--- config.mk ---
export PLATFORM = sky130hd
export DESIGN_NAME = stepper_stage_move_scan
export DESIGN_NICKNAME = d
export VERILOG_FILES = /design/src/sv/sss_pkg.sv /design/src/sv/sss_in_stage.sv /design/src/sv/sss_ctrl.sv /design/src/sv/stepper_stage_move_scan.sv
export SDC_FILE = /design/constraint.sdc
export NUM_CORES = 1
export LEC_CHECK = 0
export BUFFER_PORTS_ARGS = -buffer_cell sky130_fd_sc_hd__buf_2
export CAP_MARGIN = 20
export CORE_ASPECT_RATIO = 1.1
export CORE_MARGIN = 4
export CORE_UTILIZATION = 30
export CTS_CLUSTER_DIAMETER = 40
export CTS_CLUSTER_SIZE = 10
export DETAILED_ROUTE_END_ITERATION = 12
export SLEW_MARGIN = 20
export SYNTH_ARGS = -nofsm -noshare
export SYNTH_HDL_FRONTEND = slang
export SYNTH_SLANG_ARGS = --single-unit
--- constraint.sdc ---
create_clock -name clk -period 5.35 [get_ports clk]
set_input_delay 0.535 -clock clk [delete_from_list [all_inputs] [get_ports clk]]
set_output_delay 0.535 -clock clk [all_outputs]
set_load 0.01 [all_outputs]
--- src/sv/sss_pkg.sv ---
`timescale 1ns / 1ps

package sss_pkg;

    // Position and field widths
    localparam int POSITION_WIDTH = 24;
    localparam int DEST_WIDTH     = 24;
    localparam int SAMPLE_WIDTH   = 16;
    localparam int STEP_INCREMENT = 4;
    localparam int SAMPLE_RESET   = 48;

    // Working width for sums before saturation
    localparam int CALC_WIDTH =
        ((POSITION_WIDTH > DEST_WIDTH) ? POSITION_WIDTH : DEST_WIDTH) + 2;

    typedef logic signed [POSITION_WIDTH-1:0] pos_t;
    typedef logic signed [CALC_WIDTH-1:0]     calc_t;
    typedef logic        [SAMPLE_WIDTH-1:0]   sample_cnt_t;

    typedef enum logic [1:0] {
        OP_START       = 2'd0,
        OP_TICK        = 2'd1,
        OP_SAMPLE_DONE = 2'd2,
        OP_ABORT       = 2'd3
    } op_t;

    typedef enum logic [1:0] {
        PH_IDLE = 2'd0,
        PH_MOVE = 2'd1,
        PH_WAIT = 2'd2
    } phase_t;

    typedef struct packed {
        op_t                           operation;
        logic signed [DEST_WIDTH-1:0]  destination;
        logic                          scan_enable;
        logic                          limit_high;
        logic                          limit_low;
    } item_t;

    typedef struct packed {
        logic step_pulse;
        logic step_direction;
        pos_t position;
        logic sample_request;
        logic busy_res;
        logic limit_hit;
    } result_t;

    // Saturate a wide signed value to the position range
    function automatic pos_t clamp_pos(calc_t v);
        pos_t maxp;
        pos_t minp;
        maxp = {1'b0, {(POSITION_WIDTH-1){1'b1}}};
        minp = {1'b1, {(POSITION_WIDTH-1){1'b0}}};
        if (v > calc_t'(maxp)) begin
            return maxp;
        end
        else if (v < calc_t'(minp)) begin
            return minp;
        end
        else begin
            return v[POSITION_WIDTH-1:0];
        end
    endfunction

endpackage

--- src/sv/sss_in_stage.sv ---
`timescale 1ns / 1ps

module sss_in_stage (
    input  logic          clk,
    input  logic          rst_n,
    input  logic          in_valid,
    output logic          in_ready,
    input  sss_pkg::item_t in_item,
    input  logic          take,
    output logic          item_valid,
    output sss_pkg::item_t item
);
    import sss_pkg::*;

    logic  valid_reg;
    logic  valid_next;
    item_t item_reg;

    // Slot is free when empty or drained this cycle
    assign in_ready = !valid_reg || take;

    always_comb
    begin
        if (in_valid && in_ready) begin
            valid_next = 1'b1;
        end
        else if (take) begin
            valid_next = 1'b0;
        end
        else begin
            valid_next = valid_reg;
        end
    end

    always_ff @(posedge clk or negedge rst_n)
    begin
        if (!rst_n) begin
            valid_reg <= 1'b0;
        end
        else begin
            valid_reg <= valid_next;
        end
    end

    // Payload: no reset needed
    always_ff @(posedge clk)
    begin
        if (in_valid && in_ready) begin
            item_reg <= in_item;
        end
    end

    assign item_valid = valid_reg;
    assign item       = item_reg;

endmodule

--- src/sv/sss_ctrl.sv ---
`timescale 1ns / 1ps

module sss_ctrl (
    input  logic                 clk,
    input  logic                 rst_n,
    input  logic                 cfg_we,
    input  sss_pkg::sample_cnt_t cfg_data,
    input  logic                 fire,
    input  sss_pkg::item_t       item,
    output sss_pkg::result_t     res
);
    import sss_pkg::*;

    // Sequencer state
    pos_t        pos_reg,     pos_next;
    pos_t        final_reg,   final_next;
    pos_t        seg_reg,     seg_next;
    logic        up_reg,      up_next;
    logic        scan_reg,    scan_next;
    phase_t      phase_reg,   phase_next;
    sample_cnt_t sbs_reg;

    // Decoded conditions
    pos_t        dest;
    logic        dest_at_pos;
    logic        start_up;
    logic        start_lim;
    logic        lim_ahead;
    pos_t        tgt;
    logic        reach_before;
    logic        step_ok;
    pos_t        pos_stepped;
    pos_t        pos_after;
    logic        reach_after;
    logic        reach_final_after;
    sample_cnt_t seg_len;
    pos_t        seg_from_pos;

    logic        pulse;
    logic        req;
    logic        hit;

    // Shared compares and adders
    always_comb
    begin
        dest        = clamp_pos(calc_t'(item.destination));
        dest_at_pos = (dest == pos_reg);
        start_up    = (dest > pos_reg);
        start_lim   = start_up ? item.limit_high : item.limit_low;
        lim_ahead   = up_reg ? item.limit_high : item.limit_low;
        tgt         = scan_reg ? seg_reg : final_reg;
        reach_before = up_reg ? (pos_reg >= tgt) : (pos_reg <= tgt);
        step_ok     = !reach_before && !lim_ahead;
        pos_stepped = up_reg
                    ? clamp_pos(calc_t'(pos_reg) + calc_t'(STEP_INCREMENT))
                    : clamp_pos(calc_t'(pos_reg) - calc_t'(STEP_INCREMENT));
        pos_after   = step_ok ? pos_stepped : pos_reg;
        reach_after = up_reg ? (pos_after >= tgt) : (pos_after <= tgt);
        reach_final_after = up_reg ? (pos_after >= final_reg)
                                   : (pos_after <= final_reg);
        // zero segment length counts as one
        seg_len     = (sbs_reg == '0) ? sample_cnt_t'(1) : sbs_reg;
        seg_from_pos = up_reg
                     ? clamp_pos(calc_t'(pos_reg) + calc_t'(seg_len))
                     : clamp_pos(calc_t'(pos_reg) - calc_t'(seg_len));
    end

    // Next phase
    always_comb
    begin
        phase_next = phase_reg;
        unique case (item.operation)
            OP_START:
            begin
                if (dest_at_pos) begin
                    phase_next = PH_IDLE;
                end
                else if (!item.scan_enable) begin
                    phase_next = PH_MOVE;
                end
                else if (start_lim) begin
                    phase_next = PH_IDLE;
                end
                else begin
                    phase_next = PH_WAIT;
                end
            end
            OP_TICK:
            begin
                if (phase_reg == PH_MOVE) begin
                    priority if (!reach_before && lim_ahead) begin
                        phase_next = PH_IDLE;
                    end
                    else if (reach_after) begin
                        if (!scan_reg || reach_final_after || lim_ahead) begin
                            phase_next = PH_IDLE;
                        end
                        else begin
                            phase_next = PH_WAIT;
                        end
                    end
                    else begin
                        phase_next = PH_MOVE;
                    end
                end
            end
            OP_SAMPLE_DONE:
            begin
                if (phase_reg == PH_WAIT) begin
                    phase_next = PH_MOVE;
                end
            end
            OP_ABORT:
            begin
                phase_next = PH_IDLE;
            end
        endcase
    end

    // Datapath updates and result flags
    always_comb
    begin
        pos_next   = pos_reg;
        final_next = final_reg;
        seg_next   = seg_reg;
        up_next    = up_reg;
        scan_next  = scan_reg;
        pulse      = 1'b0;
        req        = 1'b0;
        hit        = 1'b0;
        unique case (item.operation)
            OP_START:
            begin
                final_next = dest;
                seg_next   = dest;
                scan_next  = item.scan_enable;
                if (!dest_at_pos) begin
                    up_next = start_up;
                    hit     = item.scan_enable && start_lim;
                    req     = item.scan_enable && !start_lim;
                end
            end
            OP_TICK:
            begin
                if (phase_reg == PH_MOVE) begin
                    pos_next = pos_after;
                    pulse    = step_ok;
                    hit = lim_ahead && (!reach_before
                          || (reach_after && scan_reg && !reach_final_after));
                    req = !lim_ahead && reach_after && scan_reg
                          && !reach_final_after;
                end
            end
            OP_SAMPLE_DONE:
            begin
                if (phase_reg == PH_WAIT) begin
                    seg_next = seg_from_pos;
                end
            end
            OP_ABORT:
            begin
            end
        endcase
    end

    always_ff @(posedge clk or negedge rst_n)
    begin
        if (!rst_n) begin
            pos_reg   <= '0;
            final_reg <= '0;
            seg_reg   <= '0;
            up_reg    <= 1'b0;
            scan_reg  <= 1'b0;
            phase_reg <= PH_IDLE;
        end
        else if (fire) begin
            pos_reg   <= pos_next;
            final_reg <= final_next;
            seg_reg   <= seg_next;
            up_reg    <= up_next;
            scan_reg  <= scan_next;
            phase_reg <= phase_next;
        end
    end

    // Segment length register
    always_ff @(posedge clk or negedge rst_n)
    begin
        if (!rst_n) begin
            sbs_reg <= sample_cnt_t'(SAMPLE_RESET);
        end
        else if (cfg_we) begin
            sbs_reg <= cfg_data;
        end
    end

    assign res.step_pulse     = pulse;
    assign res.step_direction = up_next;
    assign res.position       = pos_next;
    assign res.sample_request = req;
    assign res.busy_res       = (phase_next != PH_IDLE);
    assign res.limit_hit      = hit;

    // A step is only issued by a tick while moving
    a_pulse_only_moving: assert property (@(posedge clk) disable iff (!rst_n)
        fire && res.step_pulse |-> phase_reg == PH_MOVE
                                   && item.operation == OP_TICK)
        else $error("step issued outside a move");

    // A sample request leaves the sequencer waiting
    a_req_waits: assert property (@(posedge clk) disable iff (!rst_n)
        fire && res.sample_request |=> phase_reg == PH_WAIT)
        else $error("sample request without wait");

    // Abort always idles
    a_abort_idle: assert property (@(posedge clk) disable iff (!rst_n)
        fire && item.operation == OP_ABORT |=> phase_reg == PH_IDLE)
        else $error("abort did not idle");

    // Limit stop ends motion
    a_hit_not_busy: assert property (@(posedge clk) disable iff (!rst_n)
        fire && res.limit_hit |-> !res.busy_res && !res.step_pulse)
        else $error("limit hit while still busy");

endmodule

--- src/sv/stepper_stage_move_scan.sv ---
`timescale 1ns / 1ps
// Stepper stage sequencer with optional sampling scan.
// Input channel (in_valid/in_ready) carries one item: operation (start, tick,
// sample done, abort), destination, scan_enable and the two limit switches.
// Every accepted item yields exactly one result item on the output channel
// (out_valid/out_ready): step pulse, direction, position in quarter steps,
// sample request, busy and limit-hit flags.
// Items pass an input register, then the sequencer logic writes its state and
// the result register at the same clock edge: out_valid rises once an accepted
// item has passed the input register and the result register, and one item per
// cycle is sustained while the receiver does not stall.
// When the receiver stalls, the result register holds and the input register
// takes one more item; in_ready then drops until out_ready returns.
// Config channel (cfg_valid/cfg_ready, always ready) writes
// steps_between_samples; write it only while no item is in flight.
// Reset clears position, targets and direction, leaves the block idle with
// both channels empty and loads a segment length of 48 quarter steps.

module stepper_stage_move_scan (
    input  logic                                   clk,
    input  logic                                   rst_n,
    input  logic                                   in_valid,
    output logic                                   in_ready,
    input  logic [1:0]                             operation,
    input  logic signed [sss_pkg::DEST_WIDTH-1:0]  destination,
    input  logic                                   scan_enable,
    input  logic                                   limit_high,
    input  logic                                   limit_low,
    output logic                                   out_valid,
    input  logic                                   out_ready,
    output logic                                   step_pulse,
    output logic                                   step_direction,
    output logic signed [sss_pkg::POSITION_WIDTH-1:0] position,
    output logic                                   sample_request,
    output logic                                   busy_res,
    output logic                                   limit_hit,
    input  logic                                   cfg_valid,
    output logic                                   cfg_ready,
    input  logic [sss_pkg::SAMPLE_WIDTH-1:0]       steps_between_samples
);
    import sss_pkg::*;

    item_t   in_item;
    item_t   item;
    logic    item_valid;
    logic    take;
    result_t res;
    result_t res_reg;
    logic    out_valid_reg;
    logic    out_valid_next;

    // Pack the input fields
    assign in_item.operation   = op_t'(operation);
    assign in_item.destination = destination;
    assign in_item.scan_enable = scan_enable;
    assign in_item.limit_high  = limit_high;
    assign in_item.limit_low   = limit_low;

    // Advance when the result register is free or being drained
    assign take      = item_valid && (!out_valid_reg || out_ready);
    assign cfg_ready = 1'b1;

    sss_in_stage u_in_stage (
        .clk        (clk),
        .rst_n      (rst_n),
        .in_valid   (in_valid),
        .in_ready   (in_ready),
        .in_item    (in_item),
        .take       (take),
        .item_valid (item_valid),
        .item       (item)
    );

    sss_ctrl u_ctrl (
        .clk      (clk),
        .rst_n    (rst_n),
        .cfg_we   (cfg_valid && cfg_ready),
        .cfg_data (steps_between_samples),
        .fire     (take),
        .item     (item),
        .res      (res)
    );

    // Result register
    always_comb
    begin
        if (take) begin
            out_valid_next = 1'b1;
        end
        else if (out_ready) begin
            out_valid_next = 1'b0;
        end
        else begin
            out_valid_next = out_valid_reg;
        end
    end

    always_ff @(posedge clk or negedge rst_n)
    begin
        if (!rst_n) begin
            out_valid_reg <= 1'b0;
        end
        else begin
            out_valid_reg <= out_valid_next;
        end
    end

    always_ff @(posedge clk)
    begin
        if (take) begin
            res_reg <= res;
        end
    end

    assign out_valid      = out_valid_reg;
    assign step_pulse     = res_reg.step_pulse;
    assign step_direction = res_reg.step_direction;
    assign position       = res_reg.position;
    assign sample_request = res_reg.sample_request;
    assign busy_res       = res_reg.busy_res;
    assign limit_hit      = res_reg.limit_hit;

endmodule
**Word-level counts from Yosys, hierarchy flattened**

Cells that the tools add are included.
W data, S select, Z words.

- Register bits after elaboration: 152
- Bits of input ports: 50
- Word-level logic and storage cells: 126

- $add $sub $neg: 4
- Order comparisons: 17
- Equality and inequality tests: 7
- Multiplexer cells: 45
- Reduce and logical (&&, ||, !) cells: 33

Operators with widths:

| cell | count |
|---|---|
| $mux W24 | 17 |
| $gt A26 B24 Y1 const B | 4 |
| $lt A26 B24 Y1 const B | 4 |
| $ge A24 B24 Y1 | 3 |
| $le A24 B24 Y1 | 3 |
| $pmux W24 S2 | 1 |
| $add A24 B17 Y25 | 1 |
| $add A24 B4 Y25 const B | 1 |
| $sub A24 B17 Y25 | 1 |
| $sub A24 B4 Y25 const B | 1 |
| $eq A24 B24 Y1 | 1 |
| $gt A24 B24 Y1 | 1 |
| $gt A24 B24 Y1 const B | 1 |
| $lt A24 B24 Y1 const B | 1 |
| $logic_not A16 Y1 | 1 |
| $mux W16 | 1 |
| $mux W2 | 8 |
| $mux W1 | 15 |
| $logic_and A1 B1 Y1 | 12 |
| $pmux W2 S4 | 1 |
| $reduce_bool A2 Y1 | 4 |
| $logic_not A1 Y1 | 7 |
| $eq A2 B2 Y1 const B | 3 |
| $logic_or A1 B1 Y1 | 5 |
| other kinds (6) | 9 |

**Longest topological paths before layout**

Gate-level depths: netlist of run 1.

- Depth in word-level cells: 16
- Gate-level depth with buffers: 23
- Depth with buffers taken out: 19

**Hierarchy**

A second synthesis of run 1 with hierarchy kept.

- Cells, all modules: 1529
- Area, all modules: 12971.2 µm²

Modules (own cells, without submodules):

| module | times used | cells an instance | area each (µm²) | sequential area each (µm²) |
|---|---|---|---|---|
| sss_ctrl | 1 | 1461 | 11120.7 | 2304.7 |
| stepper_stage_move_scan | 1 | 35 | 925.9 | 895.9 |
| sss_in_stage | 1 | 33 | 924.6 | 895.9 |

**Least setup slack after synthesis of run 1**

No wires, ideal clock.

- Path kind: reg2reg
- Start point: reg u_ctrl.scan_reg
- End point: reg res_reg (netlist bit limit_hit), data pin
- Setup time: 0.271 ns
- Arrival time: 5.155 ns
- Slack: -0.076 ns
- Cell stages (with the launch flop): 22
- Buffers on the path: 5
- Clock period less this slack: 5.426 ns
- Cell sequence: dfrtp_1 clkbuf_1 clkbuf_1 mux2i_1 ha_1 buf_2 nand4_1 nor4_1 o31a_1 buf_2 o22ai_1 nand2_1 buf_2 mux2_2 ha_1 and2_1 a221o_1 a221o_1 nor3_1 xor2_1 o211ai_1 o221ai_1

RTL lines:

| item | line | source |
|---|---|---|
| start, declared | sss_ctrl.sv:19 | `logic scan_reg, scan_next;` |
| start signal, assigned | sss_ctrl.sv:181 | `scan_reg <= scan_next;` |
| end signal, assigned | stepper_stage_move_scan.sv:111 | `res_reg <= res;` |
| end, declared | stepper_stage_move_scan.sv:48 | `result_t res_reg;` |

==> impl_metrics.csv, run 1 <==
group,metric,value,unit
final_layout,antenna_cells,0,
sta,min_period_over_period,96.3,%
floorplanning,rows,78,
floorplanning,start_util,30.5,%
placement,dpl.hpwl,34.1,mm
synth,yosys.cell_count.top_type,"nand2_1",
placement,dpl.cell_count,2022,
critical_path,timing.rr.start,"u_ctrl.scan_reg",
clocking,clk_path_buf_depth,2,
global_routing,grt_pass1_wl,66.5,mm
placement,portBuffers,80,
global_routing,grt_pass1_vias,11071,
sta,setup_viol,0,
floorplanning,io_pins,82,
sta,tns,0,ps
final_layout,seqCellArea,4100,um^2
placement,place_area,13800,um^2
sta,finalClockSkew,7.47,ps
floorplanning,die_area,45400,um^2
synth,synth-seq-cells,152,
final_layout,finalInstanceArea,14400,um^2
critical_path,worstPathMaxFanout,26,
critical_path,worst_r2r_endpoint,"limit_hit",
clocking,cts_tree,"built",
synth,syn_avg_cell_area,8.83,um^2
clocking,cts_root_buffer,"clkbuf_16",
critical_path,reg2reg_depth,19,
final_layout,final_cells,2054,
clocking,h-tree-depth,4,
synth,ys_types,88,
hold_path,hold_class,"primary input to asynchronous set/reset pin",
final_layout,nNetsFinal,1665,
final_layout,area_delta_synth_final,13.8,%
final_layout,multi_input_area,7770,um^2
clocking,cts.sinks,152,
clocking,cts_buffers,17,
critical_path,slowest_stage,"a211o_2",
final_layout,drive_gt1_share,17.7,%
critical_path,reg2reg_slack,200,ps
run_status,status,"finished clean",
synth,synth_common_cells,"147 x nand2_1, 132 x ha_1, 111 x a21oi_1, 95 x nor2_1, 92 x dfrtp_1",
sta,finalMaxSlewViolations,0,
floorplanning,die_x,204,um
critical_path,timing_worst_setup_path_type,"register to register",
pwr,pwr_density_cell,553,nW/um^2
sta,hold_viol,0,
sta,worst_pin_slew,1060,ps
floorplanning,core,41400,um^2
global_routing,grt_max_degree,64,
route,via_per_inst,5.41,
final_layout,nFillCells,4309,
pwr,p_leak,6.17,nW
pwr,ir_drop,273,uV
synth,synth_area,12600,um^2
job,maxCapViolations,0,
sta,holdWs,198,ps
clocking,clk_pin_slew,60,ps
clocking,cts-hold-fix-buffers,0,
synth,yosysTopAreaCell,"dfrtp_1",
clocking,insertion_delay,440,ps
synth,yosys.area.top_type_share,18.2,%
synth,async_flop_share,61.8,%
critical_path,cp-start-kind,"register",
critical_path,cp_cell_sequence,"buf_12 > mux2i_1 > ha_1 > a21oi_1 > o21a_1 > o211ai_1 > a211o_2 > a211o_1 > nand2_1 > buf_12 > mux2_2 > ha_1 > a21o_1 > a221o_1 > a221o_1 > nor3_1 > xor2_1 > o211ai_1 > o221ai_1",
synth,ys_seq_area_share,32.4,%
route,dr.pass1.iters,5,
critical_path,cpPeakStageDelay,440,ps
synth,syn_inst,1430,
synth,yosys_warnings,0,
route,wl_per_cell,21.0,um
sta,finalCriticalPeriod,5150,ps
final_layout,largest_reg_flops,29,
synth,ys_top_cells_by_area,"dfrtp_1 18%, edfxtp_1 14%, ha_1 13%",
synth,synth_ff_type,"dfrtp_1",
floorplanning,dieHeight,223,um
placement,globalplace.congestion,0.982,
route,wl,43.0,mm
route,antenna_left,0,
synth,synth_nets,1614,
global_routing,grt_overflow,0,
critical_path,required,5520,ps
route,vias,11116,
critical_path,endpoint_kind,"register",
critical_path,worstPathArrival,5330,ps
route,drt_iter0_drc,1219,
route,drt_drc_violations_left,0,
global_routing,grt.total_usage,18.9,%
global_routing,grt_antenna_before_repair,0,
pwr,finalPower,0.00794,W
sta,max_freq,194,MHz
sta,max-slew-margin-rel,28.9,%
synth,synth-edff-count,58,
sta,rsz0062_at_grt,"no",
-- routing by layer --
metal	part of all wire [%]	vias to the layer above	GRT usage [%]
li1	-	5308	-
met5	0	-	0
met2	45	365	29.6
met3	6.0	62	3.55
met1	47	5381	26.6
met4	2.4	0	5.38
-- stage by stage --
stage,worst slack (ps),util (%)
3_5_place_dp,23.7,33.3
3_3_place_gp,259,33.3
5_1_grt,20.1,34.7
4_1_cts,17.9,34.7
6_report,198,34.7
2_1_floorplan,111,-
-- what timing repair did --
action / in CTS / in global routing
setup buffers: 0 / 0
resized for setup: 0 / 7
setup endpoints to repair: 0 / 5
hold endpoints to repair: 0 / 0
-- cells in the final DEF (no fill, tap or decap), types with 5 or more instances in the layout --
| cell | Yosys | routed |
|---|---|---|
| clkbuf_16 | 0 | 17 |
| nand4_1 | 33 | 33 |
| nor2_1 | 95 | 95 |
| mux2i_1 | 26 | 25 |
| o21ai_0 | 80 | 80 |
| nand3_1 | 27 | 27 |
| mux2_2 | 58 | 58 |
| a21oi_1 | 111 | 111 |
| o22ai_1 | 5 | 5 |
| xor2_1 | 7 | 7 |
| o211ai_1 | 10 | 10 |
| buf_2 | 28 | 79 |
| nor2b_1 | 14 | 14 |
| xnor2_1 | 59 | 59 |
| edfxtp_1 | 58 | 58 |
| ha_1 | 132 | 132 |
| and3_1 | 8 | 8 |
| o31ai_1 | 22 | 22 |
| clkinv_1 | 5 | 8 |
| a21o_1 | 21 | 21 |
| nor3_1 | 26 | 25 |
| inv_2 | 5 | 5 |
| a211oi_1 | 12 | 12 |
| a22oi_1 | 11 | 11 |
| a31oi_1 | 6 | 6 |
| o21a_1 | 6 | 6 |
| inv_1 | 79 | 79 |
| and2_1 | 6 | 5 |
| dfrtp_1 | 92 | 92 |
| buf_4 | 3 | 62 |
| o31a_1 | 5 | 5 |
| nor4_1 | 17 | 15 |
| nand2_1 | 147 | 147 |
| a311oi_1 | 9 | 9 |
| nand2b_1 | 14 | 14 |
| a221oi_1 | 22 | 21 |
-- power breakdown --
| part | switching, W | internal (W) |
|---|---|---|
| Combinational | 0.00290 | 0.00197 |
| Clock | 0.000517 | 0.000694 |
| Sequential | 0.000342 | 0.00152 |
-- critical path: cells and delay by family (launching register included) --
| kind | cells | cell delay, ps |
|---|---|---|
| AOI/OAI and AO/OA | 10 | 2360 |
| muxes | 2 | 660 |
| and+or+nand+nor | 2 | 350 |
| adders and majority gates | 2 | 590 |
| DFF | 1 | 390 |
| xor gates and xnor gates | 1 | 110 |
| buffers and inverters | 2 | 400 |
-- cell type report --
class,count,share of cell area [%]
well taps,560,4.88
inverters,89,2.32
clock inverters,13,0.879
multi-input cells,1078,54.1
flip-flops and latches,152,28.5
repair buffers,143,6.27
clock buffers,19,3.08
-- worst max-delay path by stage --
stage	slack, ps	depth (start not counted)	from	endpoint
4_1_cts	20	19	u_ctrl.scan_reg	limit_hit
3_3_place_gp	260	19	u_ctrl.scan_reg	limit_hit
6_report	200	19	u_ctrl.scan_reg	limit_hit
3_5_place_dp	20	19	u_ctrl.scan_reg	limit_hit
5_1_grt	20	19	u_ctrl.scan_reg	limit_hit
2_1_floorplan	110	21	u_ctrl.scan_reg	limit_hit
-- cells by family (layout without fill, tap and decap cells) --
kind of cell / count (synthesis) / count (layout) / share of synthesized area, %
other: 1 / 1 / 0.0297
DFF: 152 / 152 / 32.4
and+or+nand+nor: 415 / 415 / 15.8
muxes: 85 / 85 / 7.41
xor gates and xnor gates: 67 / 67 / 4.76
AOI/OAI and AO/OA: 376 / 376 / 19.8
buffers and inverters: 200 / 264 / 6.37
adders and majority gates: 134 / 134 / 13.4
(Power assumes the default switching activity.)
==> run 2: changes to the inputs <==
CAP_MARGIN = default   (was 20)
CORE_UTILIZATION = 57   (was 30)
PLACE_DENSITY = 0.79   (was default)
==> run 2 against run 1 <==
- maximum frequency fell by 1.8%
- critical path type unchanged
- largest cell class unchanged
- clock power fell by 4%
- sequential share of layout area rose by 0.65 points
- wire length fell by 6.9%
- global-route usage rose by 14 points
- combinational power barely moved
- highest routed layer unchanged
- clock-buffer cell count did not move
==> impl_metrics.csv, run 2 (synthesis gave the netlist of run 1 again) <==
group,metric,value,unit
pwr,intPower,0.00409,W
sta,min_period_over_period,98.1,%
clocking,cts_root_buffer,"clkbuf_16",
placement,place_area,13400,um^2
critical_path,crit_start,"u_ctrl.scan_reg",
critical_path,worstSetupEndpoint,"limit_hit",
global_routing,grt_overflow,0,
sta,finalClockSkew,15.5,ps
final_layout,area_delta_synth_final,11.3,%
route,via_per_inst,6.41,
floorplanning,die_area,24600,um^2
clocking,cts_buffers,17,
pwr,sw_frac_of_total,48.0,%
pwr,p_leak,6.18,nW
global_routing,grt_pass1_vias,10998,
sta,tns,0,ps
critical_path,timing.rr.start,"u_ctrl.scan_reg",
clocking,h-tree-depth,4,
pwr,p_clk_share,14.8,%
final_layout,largest_reg_flops,29,
job,maxCapViolations,0,
route,vias,11451,
final_layout,final_cell_mix,"146 x nand2_1, 132 x ha_1, 111 x a21oi_1, 94 x nor2_1, 92 x dfrtp_1",
final_layout,finalInstanceArea,14000,um^2
clocking,clk_path_buf_depth,2,
route,antenna_left,0,
clocking,cts_tree,"built",
route,wl,40.1,mm
placement,dpl.cell_count,1755,
pwr,pwr-share-comb,61.5,%
placement,pre_cts_slack,-244,ps
sta,hold_viol,0,
sta,setup_viol,0,
pwr,ir_drop,243,uV
critical_path,worstPathArrival,5510,ps
sta,max-slew-margin-rel,20.4,%
sta,finalMaxSlewViolations,0,
clocking,cts-hold-fix-buffers,0,
critical_path,slowest_stage,"a211o_2",
hold_path,hold_class,"primary input to asynchronous set/reset pin",
critical_path,endpoint_kind,"register",
route,drt_drc_violations_left,0,
sta,max_freq,191,MHz
route,wl_per_cell,22.4,um
clocking,insertion_delay,440,ps
route,drt_iter0_drc,1138,
critical_path,worstPathMaxFanout,26,
final_layout,drive_gt1_share,18.2,%
critical_path,reg2reg_depth,21,
final_layout,nNetsFinal,1668,
pwr,finalPower,0.00786,W
sta,worst_pin_slew,1180,ps
final_layout,antenna_cells,0,
final_layout,layout_commonest_cell,"nand2_1",
critical_path,cp-start-kind,"register",
placement,portBuffers,80,
global_routing,grt.total_usage,32.9,%
sta,rsz0062_at_grt,"yes",
pwr,pwr-share-seq,23.7,%
floorplanning,start_util,58.5,%
global_routing,grt_max_degree,55,
pwr,pwr_density_cell,560,nW/um^2
pwr,switching_power,0.00378,W
clocking,clk_pin_slew,70,ps
floorplanning,io_pins,82,
sta,finalCriticalPeriod,5250,ps
run_status,status,"finished clean",
sta,timing.final.ws_setup,102,ps
placement,dpl.hpwl,31.1,mm
clocking,cts.sinks,152,
critical_path,required,5620,ps
critical_path,reg2reg_slack,100,ps
route,dr.pass1.iters,8,
critical_path,worst_r2r_endpoint,"limit_hit",
floorplanning,die_x,150,um
critical_path,cp_cell_sequence,"buf_12 > mux2i_2 > ha_1 > buf_4 > a21oi_1 > o21ai_0 > a211o_2 > o22ai_1 > nand2_4 > buf_4 > a221oi_2 > buf_4 > ha_1 > nor2b_1 > o211ai_1 > a21oi_1 > a211oi_2 > o21ai_0 > xnor2_1 > o211ai_1 > o221ai_1",
global_routing,grt_pass1_wl,62.1,mm
critical_path,timing_worst_setup_path_type,"register to register",
final_layout,final_cells,1787,
global_routing,grt_antenna_before_repair,0,
critical_path,cpPeakStageDelay,420,ps
placement,globalplace.congestion,1.00,
critical_path,cp_common_cell,"buf_4",
floorplanning,dieHeight,164,um
floorplanning,core,21600,um^2
floorplanning,rows,56,
-- run 2: area by class of cell --
type / count / area, um^2
Timing Repair Buffer: 146 / 911
Clock buffer: 19 / 443
Fill cell: 1924 / 7530
Multi-Input combinational cell: 1078 / 7790
Tap cell: 290 / 363
Sequential cell: 152 / 4100
Clock inverter: 13 / 110
Inverter: 89 / 334
-- run 2: metal layers --
| layer | GRT usage, % | up-vias | wire length [um] |
|---|---|---|---|
| met3 | 4.99 | 93 | 3710 |
| li1 | - | 5319 | - |
| met1 | 45.6 | 5464 | 16600 |
| met4 | 12.4 | 0 | 1460 |
| met2 | 52.1 | 575 | 18200 |
| met5 | 0 | - | 0 |
-- run 2: worst max-delay path, delay by kind of cell, from the launching register on --
kind,cells,cell delay (ps)
flip-flops,1,390
XOR/XNOR,1,260
adder cells (fa/ha/maj),2,520
AND/OR/NAND/NOR,2,320
buffers and inverters,4,830
multiplexers,1,300
AO/OA/AOI/OAI,11,2420
-- run 2: through the flow --
step	util [%]	hold slack [ps]
6_report	65.1	163
5_1_grt	65.1	214
4_1_cts	64.9	189
3_5_place_dp	62.3	476
3_3_place_gp	62.3	472
2_1_floorplan	-	239
-- run 2: worst min path at each step --
stage / start / to / slack, ps / cells past startpoint
6_report: rst_n / out_valid / 160 / 1
3_3_place_gp: u_in_stage.item_valid / out_valid / 470 / 1
5_1_grt: rst_n / u_in_stage.item_valid / 210 / 1
2_1_floorplan: rst_n / out_valid / 240 / 0
4_1_cts: rst_n / out_valid / 190 / 1
3_5_place_dp: u_in_stage.item_valid / out_valid / 480 / 1
-- run 2: power groups by stage --
stage	logic [W]	registers (W)	clock network, W
floorplan	0.00334	0.00172	0
global placement	0.00457	0.00187	0
detailed placement	0.00463	0.00186	0
CTS	0.00468	0.00184	0.00117
global route	0.00529	0.00188	0.00123
finish	0.00484	0.00187	0.00116
-- run 2: what timing repair did --
action	in CTS	in global routing
buffers inserted	0	0
endpoints found under the setup margin	4	5
pin swaps	0	1
gates resized for setup	2	11
==> run 3: changes to the inputs <==
CORE_MARGIN = default   (was 4)
==> run 3 against run 2 <==
- wire length grew 0.68%
- total power shrank 0.14%
- via count grew 0.40%
- register-to-register slack gained 99 ps
- first-iteration DRC count grew 3.9%
- clock-buffer cell count grew 5
- critical path depth shrank 2
- sequential power is essentially flat
- global-route usage grew 3.7 points
- sequential share of layout area grew 0.17 points
- maximum frequency grew 1.9%
- core utilization shrank 0.15 points
- largest power group unchanged
==> impl_metrics.csv, run 3 (synthesis gave the netlist of run 1 again) <==
group,metric,value,unit
critical_path,reg2reg_slack,200,ps
sta,tns,0,ps
global_routing,grt_pass1_wl,61.9,mm
critical_path,worst_r2r_endpoint,"limit_hit",
run_status,status,"finished clean",
final_layout,antenna_cells,0,
floorplanning,dieHeight,158,um
placement,dpl.hpwl,31.1,mm
floorplanning,die_area,22700,um^2
placement,pre_cts_slack,167,ps
critical_path,worstPathMaxFanout,26,
critical_path,cp_cell_sequence,"buf_12 > mux2i_1 > ha_1 > nand4_1 > nor4_1 > buf_4 > a2111oi_2 > o22ai_1 > nand2_1 > buf_12 > mux2_2 > ha_1 > a21o_1 > a221o_1 > a221o_1 > nor3_2 > xor2_1 > o211ai_1 > o221ai_1",
final_layout,largest_reg_flops,29,
clocking,clk_path_buf_depth,2,
global_routing,grt_max_degree,65,
floorplanning,io_pins,82,
global_routing,grt_antenna_before_repair,0,
sta,hold_viol,0,
floorplanning,rows,56,
route,drt_iter0_drc,1182,
final_layout,drive_gt1_share,17.4,%
pwr,pwr_density_cell,562,nW/um^2
route,antenna_left,0,
clocking,cts.sinks,152,
pwr,p_leak,6.13,nW
floorplanning,core,21500,um^2
floorplanning,die_x,144,um
sta,finalMaxSlewViolations,0,
placement,globalplace.congestion,1.04,
clocking,cts_root_buffer,"clkbuf_16",
sta,finalClockSkew,11.3,ps
route,drt_drc_violations_left,0,
critical_path,reg2reg_depth,19,
clocking,h-tree-depth,4,
final_layout,finalInstanceArea,14000,um^2
clocking,cts_tree,"built",
sta,max_freq,194,MHz
job,maxCapViolations,0,
route,vias,11497,
critical_path,cpPeakStageDelay,430,ps
placement,place_area,13400,um^2
critical_path,timing.rr.start,"u_ctrl.scan_reg",
clocking,cts_buffers,17,
critical_path,endpoint_kind,"register",
critical_path,slowest_stage,"dfrtp_2",
critical_path,cp-start-kind,"register",
sta,min_period_over_period,96.2,%
final_layout,final_cell_mix,"147 x nand2_1, 132 x ha_1, 111 x a21oi_1, 95 x nor2_1, 91 x dfrtp_1",
sta,finalCriticalPeriod,5150,ps
final_layout,layout_commonest_cell,"nand2_1",
sta,rsz0062_at_grt,"no",
route,wl,40.3,mm
route,dr.pass1.iters,8,
global_routing,grt.total_usage,36.6,%
clocking,insertion_delay,430,ps
global_routing,grt_overflow,0,
route,via_per_inst,6.47,
placement,portBuffers,80,
floorplanning,start_util,58.7,%
final_layout,area_delta_synth_final,10.7,%
critical_path,worstPathArrival,5300,ps
pwr,ir_drop,243,uV
critical_path,required,5510,ps
clocking,cts-hold-fix-buffers,0,
critical_path,timing_worst_setup_path_type,"register to register",
clocking,clk_pin_slew,70,ps
hold_path,hold_class,"primary input to asynchronous set/reset pin",
clocking,postCtsSetupRepairBufs,0,
route,wl_per_cell,22.7,um
final_layout,nFillCells,1872,
sta,timing.final.ws_setup,202,ps
sta,worst_pin_slew,1080,ps
final_layout,nNetsFinal,1658,
sta,max-slew-margin-rel,27.7,%
global_routing,grt_pass1_vias,10854,
sta,setup_viol,0,
run 3: what timing repair did:
item / CTS / global route
gates cloned: 0 / 1
pin swaps: 0 / 2
setup endpoints to repair: 1 / 5
gates resized for setup: 1 / 8
hold endpoints to repair: 0 / 0
run 3: per-stage QoR:
| step | cells | power [W] | hold WS (ps) | utilization [%] |
|---|---|---|---|---|
| global route | 1777 | 0.00837 | 86.3 | 65.0 |
| CTS | 1776 | 0.00769 | 75.4 | 64.7 |
| global placement | 1744 | 0.00646 | 477 | 62.2 |
| finish | 1777 | 0.00785 | 68.9 | 65.0 |
| detailed placement | 1744 | 0.00651 | 491 | 62.2 |
| floorplan | 1430 | 0.00506 | 239 | - |
run 3: power by group:
| group | internal (W) | total (W) | switching, W | leakage [nW] |
|---|---|---|---|---|
| Clock | 0.000637 | 0.00114 | 0.000504 | 0.263 |
| Sequential | 0.00152 | 0.00186 | 0.000344 | 1.72 |
| Combinational | 0.00196 | 0.00485 | 0.00289 | 4.15 |
run 3: layout make-up:
class                   instances  area, um^2  area share (%)
multi-input cells            1078        7770            55.6
inverters                      89         334            2.39
clock buffers                  24         482            3.45
repair buffers                136         866            6.20
clock inverters                 8        62.6           0.448
well taps                     290         363            2.60
flip-flops and latches        152        4100            29.3
run 3: worst max path at each step:
stage                     depth (start not counted)         to       startpoint  slack, ps
final                                            19  limit_hit  u_ctrl.scan_reg        200
after global routing                             19  limit_hit  u_ctrl.scan_reg         10
after CTS                                        19  limit_hit  u_ctrl.scan_reg        100
after detailed placement                         19  limit_hit  u_ctrl.scan_reg        170
after global placement                           19  limit_hit  u_ctrl.scan_reg        270
after floorplan                                  21  limit_hit  u_ctrl.scan_reg        110
run 3: worst max-delay path, delay by kind of cell (launching register included):
kind,cells,cell delay [ps]
AO/OA/AOI/OAI,7,1860
multiplexers,2,730
adder cells (fa/ha/maj),2,610
AND/OR/NAND/NOR,4,580
buffers and inverters,3,540
flip-flops,1,430
XOR/XNOR,1,110
run 3: metal layers:
layer	GRT usage, %	up-vias	share of wire [%]
li1	-	5291	-
met1	48.7	5442	41
met2	58.2	654	45
met3	7.14	110	9.7
met4	14.7	0	3.7
met5	0	-	0
